`config.mk`:
```
export PLATFORM = sky130hd
export DESIGN_NAME = lbs_mac
export DESIGN_NICKNAME = d
export VERILOG_FILES = /design/src/hdl/lbs_mac.sv
export SDC_FILE = /design/constraint.sdc
export NUM_CORES = 2
export LEC_CHECK = 0
export BUFFER_PORTS_ARGS = -buffer_cell sky130_fd_sc_hd__buf_2
export CAP_MARGIN = 20
export CORE_ASPECT_RATIO = 0.8
export CORE_UTILIZATION = 55
export DETAILED_ROUTE_END_ITERATION = 6
export GPL_ROUTABILITY_DRIVEN = 0
export HOLD_SLACK_MARGIN = 0.03
export PLACE_DENSITY = 0.79
export SYNTH_ARGS = -nofsm -noshare
export SYNTH_HDL_FRONTEND = slang
export SYNTH_SLANG_ARGS = --single-unit
```
`constraint.sdc`:
```
create_clock -name clk -period 27.5 [get_ports clk]
set_input_delay 5.5 -clock clk [delete_from_list [all_inputs] [get_ports clk]]
set_output_delay 5.5 -clock clk [all_outputs]
set_load 0.01 [all_outputs]
```
`src/hdl/lbs_mac.sv`:
```
`timescale 1ns / 1ps
module lbs_mac (
    input  logic               clk,
    input  logic signed [32:0] a,
    input  logic signed [32:0] b,
    input  logic [4:0]         shift,
    output logic signed [65:0] prod_shifted
);

    logic signed [65:0] prod_reg;
    logic signed [65:0] prod_next;

    // One signed product per cycle, registered before the floor shift.
    assign prod_next = 66'(a) * 66'(b);

    always_ff @(posedge clk)
    begin
        prod_reg <= prod_next;
    end

    assign prod_shifted = prod_reg >>> shift;

endmodule
```
# After elaboration in Yosys (flattened, before gate mapping)
# Cells that the tools add are included.
# totals
register_bits	66
out_inout_bits	66
elab_cells	3
input_bits	72
# classes
multipliers	1
shifts	1
# ops
op	n
33-bit by 33-bit multiplier with 66-bit output	1
66-bit by 5-bit >>> shifter with 66-bit output	1

# Logic depth before layout (Yosys ltp)
# logic_depth
word_depth	1
depth_mapped	28
mapped_depth_nobuf	27

# Least setup slack after synthesis
# Ideal clock, no wire load.
# synth_timing
path_type	input to output
from	input port shift[0]
to	output port prod_shifted[56]
required_time_ps	22000
arrival_ps	7434
path_buffers	3
cell_stages	8
path_slack_ps	14566
path_cell_list	clkbuf_1 -> buf_1 -> inv_1 -> clkbuf_1 -> a21oi_1 -> mux2i_1 -> mux2_2 -> o21ai_0
# synth_via
elab_chain_cells	1
# synth_rtl
element	line_no	text
start: declaration	6	input logic [4:0] shift,
66-bit by 5-bit >>> shifter with 66-bit output	21	assign prod_shifted = prod_reg >>> shift;
end: declaration	7	output logic signed [65:0] prod_shifted
# No other way between the ends.

# Worst setup path in the final report
# layout_timing
from	input port shift[0]
to	output port prod_shifted[52]
# Same word-level chain as after synthesis.

==> reports/metrics.csv <==
metric;value;unit
YS warnings;0;
placed wire-length estimate;89920;um
Tcrit/Tclk final;49.55;%
top cells by area, synth;fa_1 52%, inv_1 9.7%, and2_1 8.1%;
Syn Inst Count;4780;
DRT Wirelength;114700;um
status;finished, final reports clean;
total track usage;29.91;%
Sink Count;66;
syn_nets;6214;
Worst-Margin Slew;1016;ps
share of layout cells above drive strength 1;5.263;%
Fill cells;6722;
crit path DAT;8130;ps
Die Wd;317.5;um
I/O pin cnt;138;
area share of the largest cell type after synthesis;52.32;%
Final WS setup;13870;ps
largest net degree at the start of global routing;82;
crit path kind;in -> out;
Max Clock Freq;73.38;MHz
Post-Layout Inst Area;45320;um^2
CTS Buf Count;9;
routed len/inst;20.03;um
initial core utilization;55.56;%
largest fanout on the critical path;70;
vias in the first global route;35560;
sequential-to-total area share from yosys stat;3.016;%
initial DRC count;2708;
Total Die Area;80800;um^2
drt pass-1 iters;6;
initial antenna violation count;3;
max-slew violations;0;
CTS Root Cell;clkbuf_16;
hold-fix buffers at CTS;0;
Setup Viol. Count Final;0;
Core Region;78850;um^2
Hold/Removal Path Class;in -> reg;
EDFF count, synth;0;
first-pass GRT wire length;189300;um
Post-Place Worst Slack;13220;ps
placed cell area;44960;um^2
final hold vios;0;
post-CTS setup buffers;0;
Final #Nets;6122;
via count;32440;
synthesis-to-layout area growth;3.456;%
dominant cell type by area after synthesis;fa_1;
number of max-cap violations;0;
port bufs;137;
post-route ant nets;0;
Bufs on Longest Clock Path;2;
CP startpoint kind;input pin;
post-synthesis cell area;43810;um^2
CTS tree;done;
CP required;22000;ps
Critical Path End Type;output port;
Final TNS setup;0;ps
Syn Area/Cell;9.165;um^2
Rows;92;
Reg clk slew, reported paths;50;ps
commonest register cell after synthesis;dfxtp_1;
ys async rst share;0;%
post-synthesis cell type count;61;
Tmin final;13630;ps
Die Ht;254.4;um
worst rel slew slack;32.28;%
most frequent cells in the layout;1145 x fa_1, 1133 x inv_1, 684 x nand2_1, 564 x and2_1, 217 x ha_1;
vias per cell;5.664;
Post-CTS Resized;0;
max reg flops;66;
Layout Utilization;57.48;%
Seq cells post-synth;66;
grt ovf;0;
n_diodes;0;
RSZ-0062 raised after global routing;no;
most common cell after layout, fill and taps aside;fa_1;
Remaining DRCs;0;
Hold Path Stages;3;
H-tree Lvls;3;
-- logic make-up (layout without fill, tap and decap cells) --
family	Yosys count	count (layout)	synth area share, %
xor+xnor	73	73	1.459
compound gates	309	309	4.481
flops	66	66	3.016
buf+inv	1402	1315	12.05
fa+ha+maj	1362	1362	58.52
mux	141	141	4.564
simple gates	1427	1427	15.91
-- cell type report --
type	instances	area, um^2	share of cell area (%)
Inverter	1134	4257	9.391
Multi-Input combinational cell	3312	37210	82.09
Sequential cell	66	1321	2.915
Clock buffer	13	270.3	0.5963
Clock inverter	3	46.29	0.1021
Timing Repair Buffer	165	928.4	2.048
Tap cell	1034	1294	2.854
-- final timing paths --
| check | startpoint | to | slack [ps] |
|---|---|---|---|
| max | shift[0] | prod_shifted[52] | 13870 |
| min | b[0] | prod_reg[0] | 5770 |
-- metal layers --
| layer | vias up | share of wire, % | track usage, % |
|---|---|---|---|
| li1 | 13760 | - | - |
| met1 | 16660 | 39 | 39.47 |
| met2 | 1712 | 47 | 49.46 |
| met3 | 306 | 10 | 5.527 |
| met4 | 4 | 4.1 | 11.64 |
| met5 | - | 0.024 | 0 |
-- cell usage after synthesis, drive strengths merged (7+ instances only) --
library cell     n
nor3             7
o21a             7
nor2            91
clkbuf         250
xor2            21
ha             217
a21oi           82
buf             18
nor2b            9
nand3           20
and3            10
mux2i           85
a31oi           22
and2           564
mux4            46
o31ai            8
o21bai           9
o211ai          10
mux2            10
nand2          684
nand4           14
a21o            41
dfxtp           66
xnor2           52
o21ai           82
fa            1145
a211oi          13
nand2b          14
inv           1133
-- stage by stage --
step                      hold slack [ps]  std cells
after floorplan                      5627       4780
after global placement               6108       5709
after detailed placement             6100       5709
after CTS                            5758       5725
after global routing                 5764       5727
final                                5768       5727
-- critical path, cell delays in order --
cell and delay (ps):
buf_4 750, inv_1 550, nor2_1 210, a21oi_1 80, o21ai_0 400, mux2i_1 190, mux2_2 290, buf_2 140
Power is not shown: default switching activity piles up to over one toggle a cycle in this logic, so the estimate is an artifact.
